<file path="src/sv/htfd_pkg.sv">
// Package for the humidity/temperature frame decoder.
// Holds the status codes, the CRC and scaling constants, the frame record and the CRC function.
// No dependencies; every other file of the block but htfd_if refers to it by scoped names.
package htfd_pkg;

    // Result status codes.
    typedef enum logic [1:0] {
        STATUS_VALID   = 2'd0,
        STATUS_BUSY    = 2'd1,
        STATUS_CRC_ERR = 2'd2
    } status_t;

    localparam logic [7:0]  CRC_INIT       = 8'hFF;
    localparam logic [7:0]  CRC_POLY       = 8'h31;
    localparam logic [2:0]  FIRST_POS      = 3'd0;
    localparam logic [2:0]  LAST_POS       = 3'd6;
    localparam logic [6:0]  HUM_SCALE      = 7'd100;
    localparam logic [7:0]  TEMP_SCALE     = 8'd200;
    localparam logic [16:0] TEMP_OFFSET_Q8 = 17'd12800;
    localparam int          FRAC_SHIFT     = 12;

    // One complete frame as handed from the front end to the back end.
    typedef struct packed {
        status_t     status;
        logic [19:0] humidity_raw;
        logic [19:0] temperature_raw;
        logic [7:0]  crc;
    } frame_t;

    // Handshake of the frame queue.
    typedef struct packed {
        logic   valid;
        frame_t frame;
    } frame_push_t;

    // CRC-8 update over one byte, MSB first.
    function automatic logic [7:0] crc8_byte(input logic [7:0] crc_in, input logic [7:0] data);
        logic [7:0] crc;
        crc = crc_in ^ data;
        for (int k = 0; k < 8; k++)
        begin
            if (crc[7])
            begin
                crc = {crc[6:0], 1'b0} ^ CRC_POLY;
            end
            else
            begin
                crc = {crc[6:0], 1'b0};
            end
        end
        return crc;
    endfunction

endpackage

</file>
<file path="src/sv/htfd_if.sv">
// Channel interfaces of the frame decoder: the byte input and the result output.
// Depends on nothing; the payload widths are fixed by the frame format.
interface htfd_byte_if;
    logic       valid;
    logic       ready;
    logic [7:0] rx_byte;
    logic       frame_start;

    modport source (output valid, output rx_byte, output frame_start, input ready);
    modport sink (input valid, input rx_byte, input frame_start, output ready);
endinterface

interface htfd_result_if;
    logic               valid;
    logic               ready;
    logic [1:0]         result_status;
    logic [19:0]        humidity_raw;
    logic [19:0]        temperature_raw;
    logic [14:0]        humidity_percent_q8;
    logic signed [16:0] temperature_c_q8;
    logic [7:0]         computed_crc;

    modport source (output valid, output result_status, output humidity_raw,
                    output temperature_raw, output humidity_percent_q8,
                    output temperature_c_q8, output computed_crc, input ready);
    modport sink (input valid, input result_status, input humidity_raw,
                  input temperature_raw, input humidity_percent_q8,
                  input temperature_c_q8, input computed_crc, output ready);
endinterface

</file>
<file path="src/sv/htfd_front.sv">
// Front end: tracks the frame position, runs the CRC and collects the payload bytes.
// Depends on htfd_pkg and htfd_byte_if; pushes one frame record per completed frame.
module htfd_front (
    input  logic                 clk,
    input  logic                 rst_n,
    htfd_byte_if.sink            byte_in,
    input  logic                 push_ready,
    output htfd_pkg::frame_push_t push
);

    logic [2:0]  pos_reg, pos_next;
    logic [7:0]  crc_reg, crc_next;
    logic        busy_reg, busy_next;
    logic [39:0] payload_reg, payload_next;

    logic [2:0]  eff_pos;
    logic [7:0]  crc_step;
    logic        accept;
    logic        at_last;

    // A frame start forces the word to be taken as byte 0.
    assign eff_pos  = byte_in.frame_start ? htfd_pkg::FIRST_POS : pos_reg;
    assign at_last  = (eff_pos >= htfd_pkg::LAST_POS);
    assign crc_step = htfd_pkg::crc8_byte(
        (eff_pos == htfd_pkg::FIRST_POS) ? htfd_pkg::CRC_INIT : crc_reg, byte_in.rx_byte);

    // Only the closing byte needs room in the queue.
    assign byte_in.ready = push_ready || !at_last;
    assign accept        = byte_in.valid && byte_in.ready;

    // Frame record built from the stored state and the CRC byte.
    always_comb
    begin
        push.valid                 = accept && at_last;
        push.frame.humidity_raw    = payload_reg[39:20];
        push.frame.temperature_raw = payload_reg[19:0];
        push.frame.crc             = crc_reg;
        if (busy_reg)
        begin
            push.frame.status = htfd_pkg::STATUS_BUSY;
        end
        else if (crc_reg != byte_in.rx_byte)
        begin
            push.frame.status = htfd_pkg::STATUS_CRC_ERR;
        end
        else
        begin
            push.frame.status = htfd_pkg::STATUS_VALID;
        end
    end

    // Next state of the frame tracker.
    always_comb
    begin
        pos_next     = pos_reg;
        crc_next     = crc_reg;
        busy_next    = busy_reg;
        payload_next = payload_reg;
        if (accept)
        begin
            if (eff_pos == htfd_pkg::FIRST_POS)
            begin
                crc_next     = crc_step;
                busy_next    = byte_in.rx_byte[7];
                payload_next = '0;
                pos_next     = 3'd1;
            end
            else if (!at_last)
            begin
                crc_next     = crc_step;
                payload_next = {payload_reg[31:0], byte_in.rx_byte};
                pos_next     = eff_pos + 3'd1;
            end
            else
            begin
                crc_next = htfd_pkg::CRC_INIT;
                pos_next = htfd_pkg::FIRST_POS;
            end
        end
    end

    always_ff @(posedge clk or negedge rst_n)
    begin
        if (!rst_n)
        begin
            pos_reg     <= htfd_pkg::FIRST_POS;
            crc_reg     <= htfd_pkg::CRC_INIT;
            busy_reg    <= 1'b0;
            payload_reg <= '0;
        end
        else
        begin
            pos_reg     <= pos_next;
            crc_reg     <= crc_next;
            busy_reg    <= busy_next;
            payload_reg <= payload_next;
        end
    end

endmodule

</file>
<file path="src/sv/htfd_queue.sv">
// Short queue of frame records between the front end and the back end.
// Depends on htfd_pkg for the frame record type.
module htfd_queue #(
    parameter int DEPTH = 2
) (
    input  logic                  clk,
    input  logic                  rst_n,
    input  htfd_pkg::frame_push_t push,
    output logic                  push_ready,
    output logic                  pop_valid,
    output htfd_pkg::frame_t      pop_frame,
    input  logic                  pop_ready
);

    localparam int PTR_W = (DEPTH > 1) ? $clog2(DEPTH) : 1;
    localparam int CNT_W = $clog2(DEPTH + 1);
    localparam logic [PTR_W-1:0] LAST_SLOT = PTR_W'(DEPTH - 1);
    localparam logic [CNT_W-1:0] FULL_CNT  = CNT_W'(DEPTH);

    htfd_pkg::frame_t slot_reg [DEPTH];
    logic [PTR_W-1:0] wr_ptr_reg, wr_ptr_next;
    logic [PTR_W-1:0] rd_ptr_reg, rd_ptr_next;
    logic [CNT_W-1:0] count_reg, count_next;
    logic             do_push;
    logic             do_pop;

    assign push_ready = (count_reg != FULL_CNT);
    assign pop_valid  = (count_reg != '0);
    assign pop_frame  = slot_reg[rd_ptr_reg];
    assign do_push    = push.valid && push_ready;
    assign do_pop     = pop_valid && pop_ready;

    // Pointer and fill count update.
    always_comb
    begin
        wr_ptr_next = wr_ptr_reg;
        rd_ptr_next = rd_ptr_reg;
        count_next  = count_reg;
        if (do_push)
        begin
            wr_ptr_next = (wr_ptr_reg == LAST_SLOT) ? '0 : wr_ptr_reg + PTR_W'(1);
        end
        if (do_pop)
        begin
            rd_ptr_next = (rd_ptr_reg == LAST_SLOT) ? '0 : rd_ptr_reg + PTR_W'(1);
        end
        if (do_push && !do_pop)
        begin
            count_next = count_reg + CNT_W'(1);
        end
        else if (do_pop && !do_push)
        begin
            count_next = count_reg - CNT_W'(1);
        end
    end

    always_ff @(posedge clk or negedge rst_n)
    begin
        if (!rst_n)
        begin
            wr_ptr_reg <= '0;
            rd_ptr_reg <= '0;
            count_reg  <= '0;
        end
        else
        begin
            wr_ptr_reg <= wr_ptr_next;
            rd_ptr_reg <= rd_ptr_next;
            count_reg  <= count_next;
        end
    end

    // Frame storage.
    always_ff @(posedge clk)
    begin
        if (do_push)
        begin
            slot_reg[wr_ptr_reg] <= push.frame;
        end
    end

endmodule

</file>
<file path="src/sv/htfd_back.sv">
// Back end: scales the raw readings to Q8 units and holds the result in an output register.
// Depends on htfd_pkg and htfd_result_if.
module htfd_back (
    input  logic             clk,
    input  logic             rst_n,
    input  logic             pop_valid,
    input  htfd_pkg::frame_t pop_frame,
    output logic             pop_ready,
    htfd_result_if.source    result_out
);

    localparam int HUM_PROD_W  = 27;
    localparam int TEMP_PROD_W = 28;

    logic                   out_valid_reg, out_valid_next;
    logic [1:0]             status_reg;
    logic [19:0]            hum_raw_reg;
    logic [19:0]            temp_raw_reg;
    logic [14:0]            hum_q8_reg;
    logic signed [16:0]     temp_q8_reg;
    logic [7:0]             crc_reg;

    logic [HUM_PROD_W-1:0]  hum_prod;
    logic [TEMP_PROD_W-1:0] temp_prod;
    logic [15:0]            temp_scaled;
    logic [16:0]            temp_q8;
    logic                   load;

    // Constant-coefficient scaling; the shift keeps the integer part in Q8.
    assign hum_prod    = HUM_PROD_W'(pop_frame.humidity_raw) * HUM_PROD_W'(htfd_pkg::HUM_SCALE);
    assign temp_prod   = TEMP_PROD_W'(pop_frame.temperature_raw)
                         * TEMP_PROD_W'(htfd_pkg::TEMP_SCALE);
    assign temp_scaled = temp_prod[TEMP_PROD_W-1:htfd_pkg::FRAC_SHIFT];
    assign temp_q8     = {1'b0, temp_scaled} - htfd_pkg::TEMP_OFFSET_Q8;

    // The output register takes a new word when empty or being drained.
    assign pop_ready = !out_valid_reg || result_out.ready;
    assign load      = pop_valid && pop_ready;

    always_comb
    begin
        out_valid_next = out_valid_reg;
        if (pop_ready)
        begin
            out_valid_next = pop_valid;
        end
    end

    always_ff @(posedge clk or negedge rst_n)
    begin
        if (!rst_n)
        begin
            out_valid_reg <= 1'b0;
        end
        else
        begin
            out_valid_reg <= out_valid_next;
        end
    end

    // Result payload.
    always_ff @(posedge clk)
    begin
        if (load)
        begin
            status_reg   <= pop_frame.status;
            hum_raw_reg  <= pop_frame.humidity_raw;
            temp_raw_reg <= pop_frame.temperature_raw;
            hum_q8_reg   <= hum_prod[HUM_PROD_W-1:htfd_pkg::FRAC_SHIFT];
            temp_q8_reg  <= signed'(temp_q8);
            crc_reg      <= pop_frame.crc;
        end
    end

    assign result_out.valid               = out_valid_reg;
    assign result_out.result_status       = status_reg;
    assign result_out.humidity_raw        = hum_raw_reg;
    assign result_out.temperature_raw     = temp_raw_reg;
    assign result_out.humidity_percent_q8 = hum_q8_reg;
    assign result_out.temperature_c_q8    = temp_q8_reg;
    assign result_out.computed_crc        = crc_reg;

endmodule

</file>
<file path="src/sv/humidity_temp_frame_decoder_top.sv">
// Top level of the humidity/temperature reply frame decoder.
// Depends on htfd_pkg, htfd_if, htfd_front, htfd_queue and htfd_back.
//
//   Channel     Direction  Word
//   byte_in     in         rx_byte, frame_start: one reply byte
//   result_out  out        status, raw readings, Q8 readings, CRC: one per frame
//
// One byte is taken per cycle, but a closing byte waits while the frame queue is full. A
// result passes a queue slot and the output register. The CRC update of each byte is
// combinational, and the scaling is one constant multiply per reading in the back end.
// Reset returns the frame position to byte 0 and the CRC to its seed. A stalled result only
// holds back the input once the frame queue is full, and then only closing bytes wait.
module humidity_temp_frame_decoder_top #(
    parameter int QUEUE_DEPTH = 2
) (
    input  logic           clk,
    input  logic           rst_n,
    htfd_byte_if.sink      byte_in,
    htfd_result_if.source  result_out
);

    htfd_pkg::frame_push_t push;
    logic                  push_ready;
    logic                  pop_valid;
    htfd_pkg::frame_t      pop_frame;
    logic                  pop_ready;

    htfd_front u_front (
        .clk        (clk),
        .rst_n      (rst_n),
        .byte_in    (byte_in),
        .push_ready (push_ready),
        .push       (push)
    );

    htfd_queue #(
        .DEPTH (QUEUE_DEPTH)
    ) u_queue (
        .clk        (clk),
        .rst_n      (rst_n),
        .push       (push),
        .push_ready (push_ready),
        .pop_valid  (pop_valid),
        .pop_frame  (pop_frame),
        .pop_ready  (pop_ready)
    );

    htfd_back u_back (
        .clk        (clk),
        .rst_n      (rst_n),
        .pop_valid  (pop_valid),
        .pop_frame  (pop_frame),
        .pop_ready  (pop_ready),
        .result_out (result_out)
    );

endmodule

</file>
<file path="src/flat_wrapper.sv">
// flat-port wrapper written by rule: the top's interface ports become plain ports
module humidity_temp_frame_decoder_top_flat 
#(
    parameter int QUEUE_DEPTH = 2
)
  (clk, rst_n, byte_in_valid, byte_in_rx_byte, byte_in_frame_start, byte_in_ready, result_out_valid, result_out_result_status, result_out_humidity_raw, result_out_temperature_raw, result_out_humidity_percent_q8, result_out_temperature_c_q8, result_out_computed_crc, result_out_ready);
  htfd_byte_if byte_in_i ();
  htfd_result_if result_out_i ();
  input  logic clk;
  input  logic rst_n;
  input wire logic [$bits(byte_in_i.valid)-1:0] byte_in_valid;
  input wire logic [$bits(byte_in_i.rx_byte)-1:0] byte_in_rx_byte;
  input wire logic [$bits(byte_in_i.frame_start)-1:0] byte_in_frame_start;
  output wire logic [$bits(byte_in_i.ready)-1:0] byte_in_ready;
  output wire logic [$bits(result_out_i.valid)-1:0] result_out_valid;
  output wire logic [$bits(result_out_i.result_status)-1:0] result_out_result_status;
  output wire logic [$bits(result_out_i.humidity_raw)-1:0] result_out_humidity_raw;
  output wire logic [$bits(result_out_i.temperature_raw)-1:0] result_out_temperature_raw;
  output wire logic [$bits(result_out_i.humidity_percent_q8)-1:0] result_out_humidity_percent_q8;
  output wire logic [$bits(result_out_i.temperature_c_q8)-1:0] result_out_temperature_c_q8;
  output wire logic [$bits(result_out_i.computed_crc)-1:0] result_out_computed_crc;
  input wire logic [$bits(result_out_i.ready)-1:0] result_out_ready;
  assign byte_in_i.valid = byte_in_valid;
  assign byte_in_i.rx_byte = byte_in_rx_byte;
  assign byte_in_i.frame_start = byte_in_frame_start;
  assign byte_in_ready = byte_in_i.ready;
  assign result_out_valid = result_out_i.valid;
  assign result_out_result_status = result_out_i.result_status;
  assign result_out_humidity_raw = result_out_i.humidity_raw;
  assign result_out_temperature_raw = result_out_i.temperature_raw;
  assign result_out_humidity_percent_q8 = result_out_i.humidity_percent_q8;
  assign result_out_temperature_c_q8 = result_out_i.temperature_c_q8;
  assign result_out_computed_crc = result_out_i.computed_crc;
  assign result_out_i.ready = result_out_ready;
  humidity_temp_frame_decoder_top #(.QUEUE_DEPTH(QUEUE_DEPTH)) u_core (.clk(clk), .rst_n(rst_n), .byte_in(byte_in_i), .result_out(result_out_i));
endmodule
</file>
<file path="config.mk">
export PLATFORM = sky130hd
export DESIGN_NAME = humidity_temp_frame_decoder_top_flat
export DESIGN_NICKNAME = d
export VERILOG_FILES = /design/src/sv/htfd_pkg.sv /design/src/sv/htfd_if.sv /design/src/sv/htfd_front.sv /design/src/sv/htfd_queue.sv /design/src/sv/htfd_back.sv /design/src/sv/humidity_temp_frame_decoder_top.sv /design/src/flat_wrapper.sv
export SDC_FILE = /design/constraint.sdc
export NUM_CORES = 1
export LEC_CHECK = 0
export ABC_AREA = 1
export BUFFER_PORTS_ARGS = -buffer_cell sky130_fd_sc_hd__buf_2
export CELL_PAD_IN_SITES_DETAIL_PLACEMENT = 1
export CELL_PAD_IN_SITES_GLOBAL_PLACEMENT = 2
export CORE_MARGIN = 2
export CORE_UTILIZATION = 38
export CTS_BUF_LIST = sky130_fd_sc_hd__clkbuf_4
export DETAILED_ROUTE_END_ITERATION = 16
export PLACE_DENSITY = 0.77
export SLEW_MARGIN = 10
export SYNTH_ARGS = -nofsm -noshare
export SYNTH_HDL_FRONTEND = slang
export SYNTH_SLANG_ARGS = --single-unit
</file>
<file path="constraint.sdc">
create_clock -name clk -period 9.1 [get_ports clk]
set_input_delay 1.82 -clock clk [delete_from_list [all_inputs] [get_ports clk]]
set_output_delay 1.82 -clock clk [all_outputs]
set_load 0.05 [all_outputs]
</file>
==> results.md, run 1 <==
* Core area at 33400 um^2
* CP required at 7.28 ns
* Hold-fix buffers, CTS at 0
* Total track usage at 16.5%
* Max clock buf depth at 3
* Port Buffer Count at 96
* Post-CTS Resized at 0
* Critical path origin: byte_in_frame_start
* Drt pass-1 iters at 4
* Hold Vio Cnt, Final at 0
* Post-CTS setup buffer count at 0
* Nets at 1472
* Worst skew pair latency at 0.76 ns
* # H-tree levels at 2
* CP Class: primary input to output pin
* Commonest non-fill, non-tap cell in the layout: nand2_1
* CTS tree: done
* Minimum clock period at 4.81 ns
* RSZ-0062 raised after global routing: false
* Die Area at 35100 um^2
* Mapped Avg Cell Area at 11.1 um^2
* Post-synthesis instance total at 1154
* FF-to-FF End: u_core.u_back.result_out.temperature_c_q8[15]$_DFFE_PP_
* Unique masters post-synth at 47
* Run status: finished, final reports clean
* Clock sinks at 239
* Wire per inst at 15.4 um
* Most used DFF post-synth: edfxtp_1
* DR iter-0 viols at 257
* Syn nets at 1326
* Cells on worst reg2reg path at 22
* WP data arrival at 2.99 ns
* Grt total ovfl at 0
* Headroom to the max-slew limit at 49.4%
* WL final at 27.8 mm
* Crit-path max FO at 3
* Die width at 187 um
* Flop2flop setup slack at 4.29 ns
* Residual DRC at 0
* Final count of pins violating max slew at 0
* CTS root buf: clkbuf_4
* GPL Wtd Cong at 0.796
* Share of cells above drive strength 1 at 19.2%
* Fin util at 43.9%
* Largest net degree at the start of global routing at 58
* Sequential fraction of the synthesis area at 54.0%
* Vias in the first global route at 9084
* Reg2reg start: u_core.u_queue.rd_ptr_reg$_DFFE_PN0P_
* Post-DP HPWL at 20.3 mm
* Worst slew pin tran at 0.759 ns
* Row cnt at 67
* Initial Util at 38.3%
* Critical Path Source Type: primary input
* Final setup fails at 0
* Vias at 8478
* Antenna-violating nets left at 0
* FF+latch count, synth at 239
* Final setup TNS at 0 ns
* Synth warn at 0
* Cell area after synthesis at 12800 um^2
* First-pass GRT wire length at 46.4 mm
* Fin crit share at 52.9%
* Most frequent cells in the layout: nand2_1 (198), inv_1 (197), edfxtp_1 (182)
* Max Fclk at 208 MHz
* Die Ht at 187 um
* Number of CTS-inserted buffers at 61
* Layout area overhead at 14.5%
* Largest register FFs at 100
* Initial antenna violation count at 1
* End of the critical path: byte_in_ready
* Crit end category: output pin
* Async SR Flop Fraction at 23.8%
* Io pins at 97
* Post-synth EDFFs at 182
* Final Skew at 0.0589 ns
* Max-Cap Viols at 0
* Clk pin slew, worst setup/hold paths at 0.07 ns
* Hold Crit Class: flip-flop to flip-flop
* DR vias/cell at 4.70
per-stage QoR:
stage	worst slack [ns]	hold slack [ns]	instance area, um^2	cells
after detailed placement	3.84	0.460	13800	1685
after global routing	3.87	0.473	14600	1802
after floorplan	1.93	0.442	12800	1154
after CTS	4.24	0.448	14600	1801
after global placement	3.94	0.448	13800	1685
final	4.29	0.458	14600	1802
worst max-delay path: stages:
cell and delay, ns:
buf_2 0.12, nor2_1 0.17, inv_1 0.09, ha_1 0.19, o21ai_1 0.16, inv_1 0.09, nand3_1 0.08, buf_2 0.26
cells in the mapped netlist, types with 2 or more instances:
cell type | number | area, um^2
inv_2 | 2 | 7.51
o21ai_4 | 2 | 32.5
o21ai_1 | 5 | 25.0
o21ai_0 | 53 | 265
nor4_1 | 2 | 12.5
a21oi_1 | 48 | 240
xnor2_1 | 23 | 201
nand4_1 | 8 | 50.1
nand3_1 | 24 | 120
a31oi_1 | 2 | 12.5
or2_2 | 20 | 125
o21a_1 | 3 | 22.5
edfxtp_1 | 182 | 5470
dfrtp_1 | 49 | 1230
xor2_1 | 32 | 280
nor2_1 | 40 | 150
o22ai_1 | 34 | 213
clkbuf_1 | 15 | 56.3
buf_6 | 2 | 22.5
fa_1 | 28 | 561
o21bai_1 | 4 | 30.0
xor2_2 | 4 | 65.1
nand2_1 | 198 | 743
a22oi_1 | 2 | 15.0
dfstp_2 | 8 | 210
inv_1 | 197 | 739
a21o_1 | 2 | 15.0
buf_1 | 2 | 7.51
a21boi_0 | 2 | 15.0
nand2_4 | 2 | 22.5
nor3_1 | 8 | 40.0
buf_2 | 2 | 10.0
nand2_2 | 4 | 25.0
ha_1 | 131 | 1640
o21ai_2 | 2 | 17.5
layout make-up:
type | instances | area [um^2]
multi-input combinational | 693 | 5060
fill | 3819 | 18700
inverter | 201 | 757
clock inverter | 17 | 72.6
antenna | 1 | 2.50
tap | 448 | 561
sequential | 239 | 6900
timing repair buffer | 104 | 541
clock buffer | 99 | 743
per-layer routing:
layer	GRT usage, %	part of all wire [%]	vias to the layer above
met5	0	0	-
met4	6.36	2.5	0
met3	3.34	3.9	46
met2	27.1	47	137
met1	21.5	46	4073
li1	-	-	4222
worst min path at each step:
stage,start,to,slack (ns),cells past startpoint
finish,u_core.u_front.payload_reg[18]$_DFFE_PN0P_,u_core.u_queue.slot_reg[1][26]$_DFFE_PP_,0.46,0
global route,u_core.u_front.payload_reg[18]$_DFFE_PN0P_,u_core.u_queue.slot_reg[1][26]$_DFFE_PP_,0.47,0
CTS,u_core.u_front.payload_reg[18]$_DFFE_PN0P_,u_core.u_queue.slot_reg[1][26]$_DFFE_PP_,0.45,0
detailed placement,u_core.u_front.payload_reg[33]$_DFFE_PN0P_,u_core.u_queue.slot_reg[0][41]$_DFFE_PP_,0.46,0
global placement,u_core.u_front.payload_reg[28]$_DFFE_PN0P_,u_core.u_queue.slot_reg[1][36]$_DFFE_PP_,0.45,0
floorplan,u_core.u_front.payload_reg[2]$_DFFE_PN0P_,u_core.u_queue.slot_reg[0][10]$_DFFE_PP_,0.44,0
cell families after synthesis:
family          count (synthesis)  synth area share [%]
simple gates                  310                  10.3
flops                         239                  54.0
fa+ha+maj                     159                  17.2
compound gates                165                  7.52
xor+xnor                       59                  4.28
buf+inv                       222                  6.68
Power of run 1 is left out: the tool's default activity adds up to more than one toggle a clock period on the data nets, which glitch-free logic cannot reach.
==> run 2, diff against run 1 <==
PLACE_DENSITY = 0.8   (was 0.77)
clock period = 4.25 ns   (was 9.1 ns; I/O delays follow)
==> run 2 against run 1 <==
Via count grew 3.4%. Core utilization grew 2.3 points. Hold slack lost 0.20 ns. Non-clock buffer count grew 57. Global-route usage grew 0.87 points. Cell area grew 5.2%. Die area is the same. Cell count grew 3.5%.
==> results.md, run 2 (synthesis gave the netlist of run 1 again) <==
* Run status: finished, final reports clean
* Row cnt at 67 (unchanged)
* Vias in the first global route at 9571 (+5.4%)
* Core area at 33400 um^2 (unchanged)
* Number of CTS-inserted buffers at 66 (+8.2%)
* Clk pin slew, worst setup/hold paths at 0.06 ns (about the same)
* Share of cells above drive strength 1 at 25.9% (+6.7 points)
* Non-filler instance count after layout at 1865 (+3.5%)
* Io pins at 97 (unchanged)
* Grt total ovfl at 0 (unchanged)
* CP required at 4.71 ns (-2.57 ns)
* DR iter-0 viols at 311 (+21%)
* Layout area overhead at 20.5%
* WL final at 29.5 mm (+6.3%)
* Minimum clock period at 4.04 ns
* Crit end category: flip-flop
* Die Ht at 187 um (unchanged)
* Largest net degree at the start of global routing at 47 (-19%)
* Antenna-violating nets left at 0 (unchanged)
* WP data arrival at 4.50 ns (+1.51 ns)
* Final Skew at 0.0325 ns (-0.0264 ns)
* Die Area at 35100 um^2 (unchanged)
* Post-DP HPWL at 21.7 mm (+7.0%)
* Residual DRC at 0 (unchanged)
* Largest register FFs at 100 (unchanged)
* Dpl cells at 1737 (+3.1%)
* Initial antenna violation count at 2 (+1)
* Worst skew pair latency at 0.70 ns (-0.06 ns)
* Die width at 187 um (unchanged)
* Area of the multi-input gates at 5320 um^2 (+5.1%)
* # H-tree levels at 3 (+1)
* Nets at 1534 (+4.2%)
* Drt pass-1 iters at 6 (+2)
* Filler cells at 3751 (-1.8%)
* Worst slew pin tran at 0.838 ns (+0.0791 ns)
* Fin crit share at 95.0%
* Sequential Area at 6900 um^2 (about the same)
* DR vias/cell at 4.70 (about the same)
* Cells on worst reg2reg path at 24 (+9.1%)
* Port Buffer Count at 96 (unchanged)
* Initial Util at 38.3% (unchanged)
* GPL Wtd Cong at 0.811 (+1.8%)
* Max clock buf depth at 3 (unchanged)
* Max-Cap Viols at 0 (unchanged)
* Hold Vio Cnt, Final at 0 (unchanged)
* Final setup fails at 0 (unchanged)
* Crit-path max FO at 16 (+13)
* Wire per inst at 15.8 um (+2.7%)
* CTS root buf: clkbuf_4
* Total track usage at 17.3% (+0.87 points)
* Most frequent cells in the layout: inv_1 (195), nand2_1 (186), edfxtp_1 (182)
* First-pass GRT wire length at 48.5 mm (+4.4%)
* Final count of pins violating max slew at 0 (unchanged)
* Vias at 8768 (+3.4%)
* Hold Crit Class: primary input to asynchronous set/reset pin
* Clock sinks at 239 (unchanged)
* Headroom to the max-slew limit at 44.1% (-5.3 points)
* Critical Path Source Type: flip-flop
* RSZ-0062 raised after global routing: true
* Commonest non-fill, non-tap cell in the layout: inv_1
* Max Fclk at 248 MHz
* CTS tree: done
* CP Class: flip-flop to flip-flop
[run 2: cell count changes in the layout (fill, tap and decap cells not counted), moves of 5 or more]
cell      before  now
a21oi_1       47   36
buf_4          8   62
clkinv_1      13   18
ha_4           0   10
clkbuf_4      99   93
nand2_1      198  186
o21ai_0       53   42
o21ai_2        2    7
a21oi_2        0   11
nand2_2        4   16
ha_1         131  119
o21ai_1        5   11
[run 2: worst max-delay path, stage by stage (launching register included)]
cell	delay (ns)
dfrtp_2	0.44
inv_6	0.09
or2_2	0.28
o21ai_0	0.07
buf_4	0.15
inv_1	0.05
buf_4	0.13
ha_1	0.29
ha_1	0.28
inv_1	0.05
fa_1	0.50
inv_1	0.07
ha_4	0.27
buf_4	0.13
nand3_2	0.10
nor3_2	0.19
nand3b_1	0.15
nand3_1	0.12
nand2_1	0.06
nand2_2	0.09
inv_4	0.05
nand3_1	0.10
nand2_1	0.06
nand2_1	0.05
nand2_1	0.04
[run 2: routing by layer]
layer / share of wire [%] / GRT usage [%] / up-vias
met1: 44 / 21.5 / 4247
met5: 0 / 0 / -
met3: 4.3 / 4.17 / 45
met4: 1.6 / 5.24 / 0
li1: - / - / 4327
met2: 50 / 29.9 / 149
[run 2: per-stage QoR]
| step | hold WS (ns) | setup slack (ns) | setup TNS (ns) | utilization, % | instance area [um^2] |
|---|---|---|---|---|---|
| 6_report | 0.258 | 0.214 | 0 | 46.1 | 15400 |
| 5_1_grt | 0.241 | -0.0782 | -0.155 | 46.1 | 15400 |
| 4_1_cts | 0.217 | -0.00572 | -0.00572 | 45.2 | 15100 |
| 3_5_place_dp | 0.457 | -0.0790 | -0.0907 | 42.6 | 14200 |
| 3_3_place_gp | 0.453 | -0.0646 | -0.0646 | 42.6 | 14200 |
| 2_1_floorplan | 0.442 | -0.365 | -36.54 | - | 12800 |
[run 2: final timing paths]
kind / from / end / slack [ns]
hold reg to reg: u_core.u_queue.count_reg[0]$_DFFE_PN0P_ / u_core.u_queue.count_reg[0]$_DFFE_PN0P_ / 0.47
min in group clk: result_out_ready / u_core.u_back.result_out.valid$_DFFE_PN0N_ / 0.37
max in group asynchronous: rst_n / u_core.u_queue.rd_ptr_reg$_DFFE_PN0P_ / 3.15
setup reg to reg: u_core.u_queue.rd_ptr_reg$_DFFE_PN0P_ / u_core.u_back.result_out.temperature_c_q8[15]$_DFFE_PP_ / 0.21
hold / removal: rst_n / u_core.u_front.pos_reg[0]$_DFFE_PN0P_ / 0.26
setup / recovery: u_core.u_queue.rd_ptr_reg$_DFFE_PN0P_ / u_core.u_back.result_out.temperature_c_q8[15]$_DFFE_PP_ / 0.21
[run 2: layout make-up]
class,count,area share (%)
timing repair buffer,161,6.41
tap,448,3.64
antenna,3,0.0488
inverter,201,4.95
clock buffer,93,4.53
multi-input combinational,693,34.5
sequential,239,44.8
clock inverter,27,1.06
[run 2: timing repair]
action                                  CTS  global route
hold buffers                              0             0
endpoints found under the setup margin    2            16
setup buffers                             0             5
pin swaps                                 0             9
gates resized for setup                   2            65
Power of run 2 is left out for the same reason.
==> run 3, diff against run 2 <==
CORE_UTILIZATION = 37   (was 38)
PLACE_DENSITY = 0.79   (was 0.8)
SYNTH_HIERARCHICAL = 1   (was not set)
TNS_END_PERCENT = 10   (was not set)
==> run 3 against run 2 <==
Sequential share of layout area is essentially flat. First-iteration DRC count is 2.3% higher. Largest cell class unchanged. Highest routed layer unchanged. Register-to-register slack better by 0.04 ns.
==> results.md, run 3 <==
* DR iter-0 viols at 318 (+2.3%)
* Most frequent cells in the layout: nand2_1 (302), inv_1 (220), edfxtp_1 (182)
* Worst skew pair latency at 0.71 ns (about the same)
* Largest family of logic cells by synthesized area: adder cells
* Headroom to the max-slew limit at 41.8% (-2.4 points)
* Antenna-violating nets left at 0 (unchanged)
* Worst slew pin tran at 0.874 ns (+0.0354 ns)
* Most frequent cells after synthesis: nand2_1 (315), inv_1 (220), edfxtp_1 (182)
* Max-Cap Viols at 0 (unchanged)
* Syn nets at 1476 (+11%)
* Mapped Avg Cell Area at 10.3 um^2 (-7.4%)
* Run status: finished, final reports clean
* Top-count cell post-synth: nand2_1
* Cells on worst reg2reg path at 15 (-38%)
* Initial Util at 37.6% (-0.67 points)
* Io pins at 97 (unchanged)
* Final count of pins violating max slew at 0 (unchanged)
* WL final at 31.0 mm (+5.0%)
* Vias in the first global route at 9805 (+2.4%)
* Post-synthesis instance total at 1305 (+13%)
* Number of CTS-inserted buffers at 69 (+4.5%)
* Unique masters post-synth at 49 (+4.3%)
* Die width at 194 um (+3.6%)
* Die Area at 37700 um^2 (+7.4%)
* Wire per inst at 15.6 um (-1.2%)
* Row cnt at 69 (+3.0%)
* Post-synthesis adder-cell area fraction at 16.3% (-0.87 points)
* Cell taking the most area after synthesis: edfxtp_1
* Clock sinks at 239 (unchanged)
* CTS root buf: clkbuf_4
* Port Buffer Count at 96 (unchanged)
* Post-synth EDFFs at 182 (unchanged)
* Hold Vio Cnt, Final at 0 (unchanged)
* CP Class: flip-flop to flip-flop
* Vias at 9293 (+6.0%)
* Crit-path max FO at 21 (+5)
* XOR/XNOR Fraction of Synth Area at 2.55% (-1.7 points)
* Residual DRC at 0 (unchanged)
* Max stage delay on crit path at 0.50 ns (about the same)
* Max clock buf depth at 3 (unchanged)
* Largest register FFs at 100 (unchanged)
* Synth warn at 6 (+6)
* Nets at 1645 (+7.2%)
* Commonest non-fill, non-tap cell in the layout: nand2_1
* Core area at 35600 um^2 (+6.6%)
* CTS tree: done
* GPL Wtd Cong at 0.846 (+4.4%)
* FF-to-FF End: u_core/u_back/result_out.humidity_percent_q8[7]$_DFFE_PP_
* Final setup fails at 0 (unchanged)
* Synth top area cells: edfxtp_1 (41%), ha_1 (12%), dfrtp_1 (9.2%), nand2_1 (8.8%), inv_1 (6.2%)
* Sequential fraction of the synthesis area at 51.6% (-2.4 points)
* Crit end category: flip-flop
* Flop2flop setup slack at 0.26 ns (+0.04 ns)
* Crit-path cells: buf_4, inv_6, nand2_1, nand2_1, ha_1, ha_1, inv_1, fa_1, inv_1, ha_1, nand2_1, nor4_1, a21oi_1, o21ai_0, xor2_1
* Final Skew at 0.0530 ns (+0.0205 ns)
* Critical Path Source Type: flip-flop
* WP data arrival at 4.43 ns (-0.07 ns)
* Drt pass-1 iters at 5 (-1)
* Total track usage at 16.6% (-0.72 points)
* Post-synth top area share at 40.8% (-1.9 points)
* Worst path slowest cell: fa_1
* DR vias/cell at 4.69 (-0.32%)
* FF+latch count, synth at 239 (unchanged)
* Post-DP HPWL at 23.2 mm (+6.9%)
* Clk pin slew, worst setup/hold paths at 0.07 ns (about the same)
* CP required at 4.68 ns (-0.03 ns)
* Cell area after layout at 15400 um^2 (about the same)
* Reg2reg start: u_core/u_queue/rd_ptr_reg$_DFFE_PN0P_
* Buf/Inv on CP at 4 (-4)
* Mux contribution to synthesized area at 0% (unchanged)
* Die Ht at 194 um (+3.6%)
* Fin crit share at 93.9% (-1.0 points)
* Synth Area in Compound Gates at 5.97% (-1.5 points)
* Initial antenna violation count at 1 (-1)
* Hold Crit Class: primary input to asynchronous set/reset pin
* CP top delay family: adder cells
* Grt total ovfl at 0 (unchanged)
* # H-tree levels at 3 (unchanged)
* Share of cells above drive strength 1 at 21.6% (-4.3 points)
* Max Fclk at 251 MHz (+1.1%)
* Minimum clock period at 3.99 ns (-0.0438 ns)
* Async SR Flop Fraction at 23.8% (unchanged)
* First-pass GRT wire length at 50.3 mm (+3.8%)
* Most used DFF post-synth: edfxtp_1
* Largest net degree at the start of global routing at 74 (+57%)
* Placed cell area at 14500 um^2 (+1.8%)
* Post-Synth Simple-Gate Area at 15.6% (+5.3 points)
* Cell area after synthesis at 13400 um^2 (+4.7%)
* Layout area overhead at 15.0%
-- run 3: changes by cell type after synthesis, sizes merged, moves of 3 or more --
cell / previous run / this run
nand2: 204 / 361
inv: 200 / 231
o21ai: 62 / 37
nand3: 25 / 45
or2: 20 / 2
buf: 6 / 22
clkbuf: 15 / 1
xor2: 36 / 24
nor2: 40 / 49
xnor2: 23 / 15
a21oi: 48 / 43
o211ai: 0 / 3
o21bai: 5 / 8
-- run 3: kinds of logic (layout without fill, tap and decap cells) --
group | Yosys count | in the layout
AND/OR/NAND/NOR | 480 | 480
buffers and inverters | 254 | 470
flip-flops | 239 | 239
adder cells (fa/ha/maj) | 158 | 158
AO/OA/AOI/OAI | 135 | 135
other | 0 | 1
XOR/XNOR | 39 | 39
-- run 3: worst max path at each step --
stage                                          startpoint                                                        end  depth (start not counted)
finish              u_core/u_queue/rd_ptr_reg$_DFFE_PN0P_  u_core/u_back/result_out.humidity_percent_q8[7]$_DFFE_PP_                         15
global route        u_core/u_queue/rd_ptr_reg$_DFFE_PN0P_    u_core/u_back/result_out.temperature_c_q8[15]$_DFFE_PP_                         25
CTS                 u_core/u_queue/rd_ptr_reg$_DFFE_PN0P_    u_core/u_back/result_out.temperature_c_q8[15]$_DFFE_PP_                         20
detailed placement  u_core/u_queue/rd_ptr_reg$_DFFE_PN0P_    u_core/u_back/result_out.temperature_c_q8[14]$_DFFE_PP_                         22
global placement    u_core/u_queue/rd_ptr_reg$_DFFE_PN0P_    u_core/u_back/result_out.temperature_c_q8[14]$_DFFE_PP_                         22
floorplan                             byte_in_frame_start                    u_core/u_queue/slot_reg[0][0]$_DFFE_PP_                         12
-- run 3: cell type report --
class | instances | area (um^2)
clock inverters | 22 | 87.6
multi-input cells | 812 | 5520
repair inverters | 1 | 8.76
inverters | 231 | 893
repair buffers | 120 | 686
diodes | 1 | 2.50
flip-flops and latches | 239 | 6900
fillers | 4068 | 20200
clock buffers | 96 | 721
well taps | 461 | 577
-- run 3: what timing repair did --
item / in CTS / in global routing
pin swaps: 0 / 1
endpoints found under the setup margin: 2 / 9
buffers inserted: 0 / 1
gates resized for setup: 2 / 23
gates cloned: 0 / 1
hold buffers: 0 / 0
-- run 3: worst reg2reg max path, cell delays in order, from the launching register on --
cell and delay (ns):
dfrtp_2 0.44, buf_4 0.17, inv_6 0.22, nand2_1 0.12, nand2_1 0.18, ha_1 0.26
ha_1 0.27, inv_1 0.06, fa_1 0.50, inv_1 0.04, ha_1 0.35, nand2_1 0.11
nor4_1 0.47, a21oi_1 0.23, o21ai_0 0.23, xor2_1 0.11
-- run 3: routing by layer --
metal	GRT usage, %	wire, um
met2	27.2	14600
met5	0	0
met3	3.24	1150
met4	6.09	664
met1	21.9	14600
-- run 3: stage by stage --
stage	instances	setup TNS (ns)	setup WS [ns]	hold WS (ns)	util, %
floorplan	1305	-58.45	-0.584	0.436	-
global placement	1863	-0.0361	-0.0250	0.446	40.7
detailed placement	1863	-0.204	-0.112	0.446	40.7
CTS	1980	0	0.00310	0.215	43.0
global route	1983	-0.00111	-0.00111	0.274	43.3
finish	1983	0	0.258	0.271	43.3
Power of run 3 is left out for the same reason.
